[src/hdl/mstk_pkg.sv]
package mstk_pkg;

	localparam int unsigned DEPTH  = 1024;
	localparam int unsigned ADDR_W = $clog2(DEPTH);
	localparam int unsigned CNT_W  = $clog2(DEPTH + 1);
	localparam int unsigned DATA_W = 32;
	localparam int unsigned ENTRY_W = 2 * DATA_W;

	typedef enum logic [1:0] {
		CMD_PUSH = 2'd0,
		CMD_POP  = 2'd1,
		CMD_READ = 2'd2
	} cmd_t;

	typedef enum logic [1:0] {
		STAT_OK    = 2'd0,
		STAT_FULL  = 2'd1,
		STAT_EMPTY = 2'd2
	} status_t;

	typedef enum logic [1:0] {
		ST_IDLE,
		ST_FETCH,
		ST_RESP
	} state_t;

	typedef struct packed {
		logic push_en;
		logic pop_en;
		logic capture;
		logic load_top;
		logic load_out;
	} dp_cmd_t;

	typedef struct packed {
		logic full;
		logic empty;
	} dp_stat_t;

endpackage

[src/hdl/mstk_ctrl.sv]
module mstk_ctrl (
	input  logic               clk,
	input  logic               arst_n,
	input  logic               in_valid,
	output logic               in_ready,
	input  logic [1:0]         cmd,
	output logic               out_valid,
	input  logic               out_ready,
	input  mstk_pkg::dp_stat_t dp_stat,
	output mstk_pkg::dp_cmd_t  dp_cmd
);

	mstk_pkg::state_t state_q, state_d;
	logic out_valid_q;

	always_ff @(posedge clk or negedge arst_n) begin
		if (!arst_n) begin
			state_q     <= mstk_pkg::ST_IDLE;
			out_valid_q <= 1'b0;
		end else begin
			state_q <= state_d;
			if (dp_cmd.load_out) begin
				out_valid_q <= 1'b1;
			end else if (out_ready) begin
				out_valid_q <= 1'b0;
			end
		end
	end

	always_comb begin
		state_d  = state_q;
		in_ready = 1'b0;
		dp_cmd   = '0;
		unique case (state_q)
			mstk_pkg::ST_IDLE: begin
				in_ready = 1'b1;
				if (in_valid) begin
					dp_cmd.capture = 1'b1;
					if (cmd == mstk_pkg::CMD_PUSH) begin
						dp_cmd.push_en = !dp_stat.full;
						state_d        = mstk_pkg::ST_RESP;
					end else if (cmd == mstk_pkg::CMD_POP && !dp_stat.empty) begin
						dp_cmd.pop_en = 1'b1;
						state_d       = mstk_pkg::ST_FETCH;
					end else begin
						state_d = mstk_pkg::ST_RESP;
					end
				end
			end
			mstk_pkg::ST_FETCH: begin
				dp_cmd.load_top = 1'b1;
				state_d         = mstk_pkg::ST_RESP;
			end
			mstk_pkg::ST_RESP: begin
				if (!out_valid_q || out_ready) begin
					dp_cmd.load_out = 1'b1;
					state_d         = mstk_pkg::ST_IDLE;
				end
			end
			default: begin
				state_d = mstk_pkg::ST_IDLE;
			end
		endcase
	end

	assign out_valid = out_valid_q;

endmodule

[config.mk]
export PLATFORM = sky130hd
export DESIGN_NAME = mstk_ctrl
export DESIGN_NICKNAME = d
export VERILOG_FILES = /design/src/hdl/mstk_pkg.sv /design/src/hdl/mstk_ctrl.sv
export SDC_FILE = /design/constraint.sdc
export NUM_CORES = 1
export LEC_CHECK = 0
export ABC_AREA = 1
export BUFFER_PORTS_ARGS = -buffer_cell sky130_fd_sc_hd__buf_2
export CAP_MARGIN = 15
export CORE_AREA = 2 2 39 41
export CTS_BUF_LIST = sky130_fd_sc_hd__clkbuf_2 sky130_fd_sc_hd__clkbuf_4 sky130_fd_sc_hd__clkbuf_8
export CTS_CLUSTER_DIAMETER = 60
export CTS_CLUSTER_SIZE = 25
export DETAILED_ROUTE_END_ITERATION = 7
export DIE_AREA = 0 0 41 43
export GPL_TIMING_DRIVEN = 1
export HOLD_SLACK_MARGIN = 0.15
export MAX_ROUTING_LAYER = met4
export SLEW_MARGIN = 20
export SYNTH_ARGS = -nofsm -noshare
export SYNTH_HDL_FRONTEND = slang
export SYNTH_SLANG_ARGS = --single-unit
[constraint.sdc]
create_clock -name clk -period 0.8 [get_ports clk]
set_input_delay 0.16 -clock clk [delete_from_list [all_inputs] [get_ports clk]]
set_output_delay 0.16 -clock clk [all_outputs]
set_load 0.02 [all_outputs]
==> run_results.csv, run 1 <==
group,metric,value,unit
synth,synth_top_cell_by_area,"dfrtp_1",
power,peakVddDrop,0.593,mV
synth,syn_area_per_cell,6.43,um2
placement,dp_cells,62,
floorplanning,core,0.00138,mm2
synth,synth_cells,28,
synth,synth-compound-area-share,2.78,%
synth,synth_area_leaders,"dfrtp_1, inv_1, nor2_1",
grt,grt_antenna_before_repair,0,
detailed_routing,viasPerCell,3.49,
synth,yosys.area_share.simple,38.9,%
detailed_routing,drtAntennaViolNets,0,
final_layout,drive_above_1_share,67.3,%
worst_setup_path,cp_max_fo,4,
floorplanning,die_area,0.00176,mm2
grt,grt-ovfl-total,0,
worst_setup_path,worst_setup_path_start_kind,"flop",
synth,yosysMostFrequentCell,"inv_1",
final_layout,diodes,0,
synth,muxShareOfSynthArea,0,%
cts,root_buffer,"clkbuf_4",
sta,rsz0062_at_grt,"true",
placement,gp_congestion,0.628,
detailed_routing,vias,237,
power,powerDensity,2030,mW/mm2
synth,synth_fa_ha_area_share,0,%
power,seq_power_share,23.7,%
worst_setup_path,crit_required,0.64,ns
synth,synth-seq-cells,3,
cts,numCtsBuffers,3,
flow_run,drv_cap,0,
sta,period_needed,1.25,ns
cts,cts_tree,"built",
power,p_comb_share,41.8,%
power,power,863,uW
placement,portBuffers,14,
cts,cts_hold_buf,1,
sta,setup_tns,-2.79,ns
power,power.share.clock,34.5,%
sta,fin_crit_sh,157,%
outcome,violations,"setup timing",
sta,fin_skew,0.00163,ns
worst_setup_path,worstSetupEndpointType,"output pin",
sta,worst_slew_pin_slew,0.211,ns
synth,synth_cell_types,8,
power,p_switching,294,uW
final_layout,fin_util,30.7,%
detailed_routing,route.detailed.wl_per_inst,7.15,um
floorplanning,rows,14,
floorplanning,fp.dieH,43,um
sta,timing.fmax,798,MHz
synth,synthTopCellsByCount,"inv_1, nor2_1, nand2_1",
cts,clk_pin_slew,0.04,ns
synth,synth_nets,36,
min_path,worst_hold_path_type,"input port to flop",
synth,ys.flop_type,"dfrtp_1",
synth,synthXorXnorAreaFrac,0,%
cts,clk_path_buf_depth,2,
cts,h-tree-depth,1,
synth,synth_area,180,um2
synth,synth_top_family_by_area,"simple AND/OR/NAND/NOR gates",
sta,layout_setup_ws,-0.453,ns
placement,place_ws,-0.262,ns
final_layout,syn2layout_area_growth,135,%
power,leakage,0.000230,uW
detailed_routing,drc,0,
power,intPower,569,uW
synth,synthDominantCellAreaShare,41.7,%
sta,slew_violations,0,
final_layout,finalNetCount,61,
cts,clk_latency,0.23,ns
sta,finalSetupViolCount,10,
floorplanning,ios,15,
power,sw_frac_of_total,34.0,%
grt,grt_pass1_wl,821,um
grt,first_global_vias,221,
synth,synth-edff-count,0,
worst_setup_path,worstSetupPathType,"flop to output pin",
floorplanning,initial_core_util,13.0,%
sta,slew-limit-headroom,86.0,%
synth,yosysWarnings,0,
outcome,status,"finished, violations left",
synth,ys_async_sr_fraction,100,%
detailed_routing,drt-pass1-iter-count,1,
synth,yosysSeqAreaShare,41.7,%
sta,hold_violations,0,
worst_setup_path,arrival,1.09,ns
detailed_routing,drtIter0Drc,0,
grt,grt_max_degree,5,
cts,clock_sinks,3,
floorplanning,dieWidth,41,um
final_layout,instances_no_fill,68,
detailed_routing,routed_wl,486,um
grt,grt_usage,7.74,%
final timing paths:
path / start / end / slack, ns / cells after the start
worst max-delay path: state_q[0] / dp_cmd[3] / -0.45 / 4
worst min-delay path: out_ready / out_valid / 0.14 / 2
worst max register to register: state_q[0] / state_q[0] / -0.23 / 5
worst min register to register: out_valid / out_valid / 0.57 / 2
max in group asynchronous: arst_n / state_q[1] / 0.44 / 2
min in group asynchronous: arst_n / state_q[0] / 0.25 / 2
placed cells by master (no fill, tap or decap), drive strengths merged:
| cell type | n |
|---|---|
| buf | 19 |
| nor2 | 9 |
| inv | 8 |
| nand2 | 5 |
| clkbuf | 4 |
| dfrtp | 3 |
| nand3 | 2 |
| o21ai | 1 |
| dlygate4sd3 | 1 |
power groups by stage:
stage          Sequential (uW)  Clock (uW)  Combinational [uW]
6_report                   205         298                 361
5_1_grt                    207         332                 394
4_1_cts                    206         309                 354
3_5_place_dp               204           0                 295
3_3_place_gp               201           0                 294
2_1_floorplan              218           0                 176
worst max-delay path: stages, from the launching register on:
cell and delay (ns):
dfrtp_1 0.43, nor2_4 0.13, nand2_4 0.09, nor2_4 0.09, buf_6 0.12
sequential cells by signal (all words and copies together), names as in the netlist:
register,flops
state_q,2
out_valid,1
repair_timing:
item                                   4_1_cts  5_1_grt
setup endpoints to repair                   10       10
buffers inserted                             0        1
endpoints found under the hold margin        4        1
pin swaps                                    4        0
gates resized for setup                     13        1
layout make-up:
class                   instances  area [um2]
clock buffers                   4        30.0
fillers                       154         960
inverters                       8        30.0
multi-input cells              17         118
flip-flops and latches          3        75.1
well taps                      16        20.0
repair buffers                 20         151
routing by layer:
| layer | GRT usage, % | vias up | routed length, um | part of all wire (%) |
|---|---|---|---|---|
| met5 | - | - | 0 | 0 |
| met4 | 6.00 | 0 | 8 | 1.6 |
| met3 | 4.71 | 2 | 34 | 7.0 |
| met2 | 11.6 | 7 | 280 | 58 |
| met1 | 6.49 | 101 | 163 | 34 |
| li1 | - | 127 | - | - |
cell families after synthesis:
| logic type | after synthesis |
|---|---|
| DFF | 3 |
| and+or+nand+nor | 16 |
| AOI/OAI and AO/OA | 1 |
| buffers and inverters | 8 |
metrics by stage:
stage | area [um2] | hold WS [ns]
2_1_floorplan | 215 | -0.136
3_3_place_gp | 335 | -0.0416
3_5_place_dp | 335 | -0.0415
4_1_cts | 414 | 0.138
5_1_grt | 424 | 0.133
6_report | 424 | 0.136
(Power assumes the default switching activity.)
==> inputs of run 2 (changes only) <==
--- a/config.mk
+++ b/config.mk
@@ -9,7 +9,7 @@
 export BUFFER_PORTS_ARGS = -buffer_cell sky130_fd_sc_hd__buf_2
 export CAP_MARGIN = 15
 export CORE_AREA = 2 2 39 41
-export CTS_BUF_LIST = sky130_fd_sc_hd__clkbuf_2 sky130_fd_sc_hd__clkbuf_4 sky130_fd_sc_hd__clkbuf_8
+export CTS_BUF_LIST = sky130_fd_sc_hd__clkbuf_8 sky130_fd_sc_hd__clkbuf_16
 export CTS_CLUSTER_DIAMETER = 60
 export CTS_CLUSTER_SIZE = 25
 export DETAILED_ROUTE_END_ITERATION = 7
@@ -17,6 +17,7 @@
 export GPL_TIMING_DRIVEN = 1
 export HOLD_SLACK_MARGIN = 0.15
 export MAX_ROUTING_LAYER = met4
+export PLACE_DENSITY = 0.37
 export SLEW_MARGIN = 20
 export SYNTH_ARGS = -nofsm -noshare
 export SYNTH_HDL_FRONTEND = slang
==> run 2 against run 1 <==
Sequential power is essentially flat. Worst hold slack better by 0.015 ns. The run still ends with setup timing left. Highest routed layer is now met3. Total power is 20% higher. Largest cell class unchanged. Combinational power up 14%. Utilization increased by 3.5 points. Critical endpoint is now dp_cmd[4]. Die area is the same. Maximum frequency grew 2.2%.
==> run_results.csv, run 2 (synthesized netlist as in run 1, its figures left out) <==
group,metric,value,unit
cts,h-tree-depth,1,
cts,clk_latency,0.21,ns
final_layout,instances_no_fill,68,
detailed_routing,drtAntennaViolNets,0,
floorplanning,ios,15,
cts,clk_path_buf_depth,2,
sta,fin_crit_sh,153,%
final_layout,drive_above_1_share,75.0,%
final_layout,finalNetCount,61,
sta,layout_setup_ws,-0.425,ns
worst_setup_path,cp_common_cell,"nor2_4",
worst_setup_path,r2r_cells,4,
worst_setup_path,worstSetupPathType,"flop to output pin",
sta,fin_skew,0.000883,ns
sta,period_needed,1.23,ns
placement,gp_congestion,0.565,
worst_setup_path,critPathTopFamily,"flip-flops",
power,peakVddDrop,0.718,mV
power,leakage,0.000246,uW
floorplanning,core,0.00138,mm2
outcome,status,"finished, violations left",
worst_setup_path,cp_max_fo,4,
outcome,violations,"setup timing",
final_layout,fin_area,473,um2
floorplanning,dieWidth,41,um
sta,rsz0062_at_grt,"true",
final_layout,diodes,0,
sta,worst_slew_pin_slew,0.160,ns
worst_setup_path,worst-path-buf-inv,1,
detailed_routing,routed_wl,454,um
worst_setup_path,crit_required,0.64,ns
worst_setup_path,critical_path.slowest_cell,"dfrtp_2",
min_path,min_path_cells,2,
power,sw_frac_of_total,31.3,%
worst_setup_path,arrival,1.07,ns
grt,grt_pass1_wl,910,um
cts,root_buffer,"clkbuf_8",
grt,grt_max_degree,5,
power,p_switching,323,uW
grt,grt_antenna_before_repair,0,
worst_setup_path,worstSetupEndpointType,"output pin",
cts,numCtsBuffers,3,
worst_setup_path,worst_setup_path_start_kind,"flop",
power,power.share.clock,40.2,%
worst_setup_path,cpPeakStageDelay,0.43,ns
final_layout,final_common_cell,"buf_6",
sta,slew-limit-headroom,89.3,%
sta,timing.fmax,816,MHz
floorplanning,fp.dieH,43,um
detailed_routing,route.detailed.wl_per_inst,6.68,um
power,p_comb_share,39.7,%
power,seq_power_share,20.1,%
sta,setup_tns,-2.54,ns
worst_setup_path,crit_chain,"nor2_4 -> nand2_4 -> nor2_4 -> buf_6",
placement,place_area,328,um2
cts,cts_tree,"built",
grt,grt_usage,8.44,%
sta,slew_violations,0,
power,powerDensity,2180,mW/mm2
placement,portBuffers,14,
final_layout,layout_common_cells,"buf_6, buf_2, nor2_4",
detailed_routing,drtIter0Drc,1,
floorplanning,initial_core_util,13.0,%
flow_run,drv_cap,0,
min_path,worst_hold_path_type,"input port to flop",
floorplanning,die_area,0.00176,mm2
worst_setup_path,cp_num_cells,4,
cts,clk_pin_slew,0.03,ns
final_layout,largest_reg_flops,2,
power,intPower,710,uW
placement,dp_cells,61,
final_layout,regMostFlops,"state_q",
sta,hold_violations,0,
detailed_routing,vias,237,
detailed_routing,drt-pass1-iter-count,2,
placement,place_ws,-0.249,ns
detailed_routing,viasPerCell,3.49,
detailed_routing,drc,0,
placement,dpl.hpwl,354,um
grt,first_global_vias,263,
sta,fin_hold_ws,0.151,ns
final_layout,syn2layout_area_growth,162,%
cts,clock_sinks,3,
floorplanning,rows,14,
sta,finalSetupViolCount,10,
grt,grt-ovfl-total,0,
-- run 2: cell count changes in the layout (fill, tap and decap cells not counted), sizes merged --
cell,change
inv,+1
clkbuf,-1
-- run 2: path summary, 6_finish.rpt --
| path | startpoint | to | slack (ns) |
|---|---|---|---|
| worst max-delay path | state_q[1] | dp_cmd[4] | -0.43 |
| worst min-delay path | out_ready | out_valid | 0.15 |
| worst max register to register | state_q[1] | state_q[0] | -0.12 |
| worst min register to register | out_valid | out_valid | 0.56 |
| max in group asynchronous | arst_n | state_q[1] | 0.41 |
| min in group asynchronous | arst_n | state_q[0] | 0.28 |
-- run 2: layout make-up --
cell class / instances / area, um2
timing repair buffer: 20 / 166
multi-input combinational: 17 / 134
clock buffer: 3 / 41.3
clock inverter: 1 / 3.75
tap: 16 / 20.0
fill: 156 / 911
sequential: 3 / 77.6
inverter: 8 / 30.0
-- run 2: power by group through the flow --
stage | clock network, uW | logic (uW) | registers (uW)
global placement | 0 | 289 | 202
detailed placement | 0 | 286 | 201
CTS | 425 | 346 | 204
floorplan | 0 | 176 | 218
global route | 449 | 443 | 212
finish | 415 | 410 | 208
-- run 2: timing repair --
action | in CTS | in global routing
pin swaps | 4 | 4
endpoints found under the hold margin | 3 | 0
hold buffers | 1 | 0
buffers inserted | 0 | 2
gates resized for setup | 15 | 9
endpoints found under the setup margin | 10 | 10
-- run 2: stage by stage --
step           power (uW)  utilization, %
6_report             1030            34.2
3_3_place_gp          491            23.7
5_1_grt              1100            34.2
3_5_place_dp          488            23.7
2_1_floorplan         394               -
4_1_cts               975            30.7
-- run 2: per-layer routing --
metal / track usage, % / wire (um) / vias to the layer above
li1: - / - / 128
met1: 9.35 / 186 / 101
met2: 10.0 / 245 / 8
met3: 4.71 / 23 / 0
met4: 8.00 / 0 / 0
met5: - / 0 / -
==> inputs of run 3 (changes only) <==
--- a/config.mk
+++ b/config.mk
@@ -14,7 +14,7 @@
 export CTS_CLUSTER_SIZE = 25
 export DETAILED_ROUTE_END_ITERATION = 7
 export DIE_AREA = 0 0 41 43
-export GPL_TIMING_DRIVEN = 1
+export GPL_TIMING_DRIVEN = 0
 export HOLD_SLACK_MARGIN = 0.15
 export MAX_ROUTING_LAYER = met4
 export PLACE_DENSITY = 0.37
==> run 3 against run 2 <==
The flow still finishes with violations (setup timing). Combinational power is 14% lower. Die area stayed put. Global-route usage is 0.73 points lower. First-iteration DRC count is 100% lower. Flip-flop and latch count stayed put. Clock-buffer cell count stayed put. Critical path depth stayed put. Maximum frequency is 0.18% lower. Largest cell class is now multi-input gates. Largest power group unchanged.
==> run_results.csv, run 3 (synthesized netlist as in run 1, its figures left out) <==
group,metric,value,unit
outcome,status,"finished, violations left",
outcome,violations,"setup timing",
power,sw_frac_of_total,32.3,%
worst_setup_path,r2r_end,"state_q[0]",
power,intPower,665,uW
cts,cts_tree,"built",
floorplanning,initial_core_util,13.0,%
cts,clk_latency,0.21,ns
detailed_routing,drc,0,
power,leakage,0.000218,uW
detailed_routing,vias,221,
sta,slew_violations,0,
worst_setup_path,crit_chain,"nor2_4 -> nand2_4 -> nor2_4 -> buf_6",
sta,fin_crit_sh,153,%
power,seq_power_share,21.0,%
cts,root_buffer,"clkbuf_8",
sta,finalSetupViolCount,8,
floorplanning,fp.dieH,43,um
floorplanning,ios,15,
sta,period_needed,1.23,ns
cts,clock_sinks,3,
final_layout,finalNetCount,57,
cts,clk_pin_slew,0.03,ns
final_layout,largest_reg_flops,2,
sta,layout_setup_ws,-0.428,ns
placement,gp_congestion,0.515,
sta,slew-limit-headroom,82.9,%
grt,grt_max_degree,5,
sta,worst_slew_pin_slew,0.256,ns
power,power,983,uW
floorplanning,rows,14,
worst_setup_path,cp_num_cells,4,
grt,grt-ovfl-total,0,
placement,place_ws,-0.246,ns
worst_setup_path,r2r_cells,4,
cts,clk_path_buf_depth,2,
final_layout,instances_no_fill,64,
worst_setup_path,rrSetupSlack,-0.12,ns
worst_setup_path,worstSetupPathType,"flop to output pin",
floorplanning,core,0.00138,mm2
worst_setup_path,crit_required,0.64,ns
sta,setup_tns,-2.45,ns
final_layout,syn2layout_area_growth,133,%
worst_setup_path,cpPeakStageDelay,0.42,ns
worst_setup_path,worst_setup_path_start_kind,"flop",
power,power.share.clock,43.3,%
worst_setup_path,rr_startpoint,"state_q[1]",
grt,grt_pass1_wl,724,um
final_layout,diodes,0,
sta,timing.fmax,815,MHz
detailed_routing,route.detailed.wl_per_inst,7.00,um
worst_setup_path,crit_end,"dp_cmd[3]",
worst_setup_path,cp_max_fo,4,
final_layout,drive_above_1_share,68.8,%
worst_setup_path,critical_path.slowest_cell,"dfrtp_2",
detailed_routing,routed_wl,448,um
power,powerDensity,2340,mW/mm2
placement,dp_cells,58,
power,peakVddDrop,0.707,mV
grt,first_global_vias,203,
placement,portBuffers,14,
min_path,worst_hold_path_type,"input port to flop",
cts,h-tree-depth,1,
worst_setup_path,worstSetupEndpointType,"output pin",
cts,numCtsBuffers,3,
final_layout,final_common_cell,"buf_2",
worst_setup_path,arrival,1.07,ns
final_layout,final.fill_count,151,
worst_setup_path,cp_common_cell,"nor2_4",
power,p_comb_share,35.7,%
worst_setup_path,worst-path-buf-inv,1,
grt,grt_antenna_before_repair,0,
sta,hold_violations,0,
worst_setup_path,critPathTopFamily,"flip-flops",
final_layout,layout_common_cells,"buf_2, nor2_4, inv_1, buf_6",
detailed_routing,drtIter0Drc,0,
final_layout,regMostFlops,"state_q",
flow_run,drv_cap,0,
worst_setup_path,crit_start,"state_q[1]",
detailed_routing,drtAntennaViolNets,0,
detailed_routing,drt-pass1-iter-count,1,
power,p_switching,317,uW
grt,grt_usage,7.72,%
detailed_routing,viasPerCell,3.45,
sta,rsz0062_at_grt,"true",
sta,fin_skew,0.000295,ns
floorplanning,dieWidth,41,um
floorplanning,die_area,0.00176,mm2
## run 3: worst reg2reg max path: stages (launching register included)
cell and delay, ns:
dfrtp_2 0.42, nor2_4 0.14, nand2_4 0.09, buf_4 0.15, nor2_4 0.06
## run 3: cell type report
| type | instances | area [um2] | area share, % |
|---|---|---|---|
| Multi-Input combinational cell | 17 | 126 | 30.1 |
| Clock buffer | 3 | 41.3 | 9.82 |
| Sequential cell | 3 | 77.6 | 18.5 |
| Clock inverter | 1 | 3.75 | 0.893 |
| Inverter | 8 | 30.0 | 7.14 |
| Tap cell | 16 | 20.0 | 4.76 |
| Timing Repair Buffer | 16 | 121 | 28.9 |
## run 3: power by group through the flow
stage          combinational, uW  clock, uW  sequential [uW]
6_report                     351        425              207
5_1_grt                      384        452              211
4_1_cts                      338        442              205
3_5_place_dp                 271          0              202
3_3_place_gp                 271          0              202
2_1_floorplan                176          0              218
## run 3: per-stage QoR
step                area, um2  hold slack (ns)  util [%]
CTS                       408            0.152      29.5
floorplan                 215           -0.136         -
detailed placement        305          -0.0423      22.1
global placement          305          -0.0421      22.1
global route              420            0.157      30.4
finish                    420            0.148      30.4
## run 3: how the worst min path moves through the flow
stage,from,slack (ns),depth (start not counted),to
after floorplan,arst_n,-0.14,0,out_valid
after global placement,arst_n,-0.04,1,out_valid
after detailed placement,arst_n,-0.04,1,out_valid
after CTS,out_ready,0.15,2,out_valid
after global routing,out_ready,0.16,2,out_valid
final,out_ready,0.15,2,out_valid
## run 3: what timing repair did
item / 4_1_cts / 5_1_grt
pin swaps: 5 / 1
hold endpoints to repair: 3 / 0
resized for setup: 14 / 4
endpoints found under the setup margin: 10 / 10
setup buffers: 1 / 0
hold buffers: 1 / 0
cloned: 0 / 0
## run 3: per-layer routing
metal	vias to the layer above	global-route usage [%]	part of all wire, %
met5	-	-	0
met4	0	12.0	0
met3	0	4.71	6.7
met2	8	9.06	55
met1	94	6.11	38
li1	119	-	-
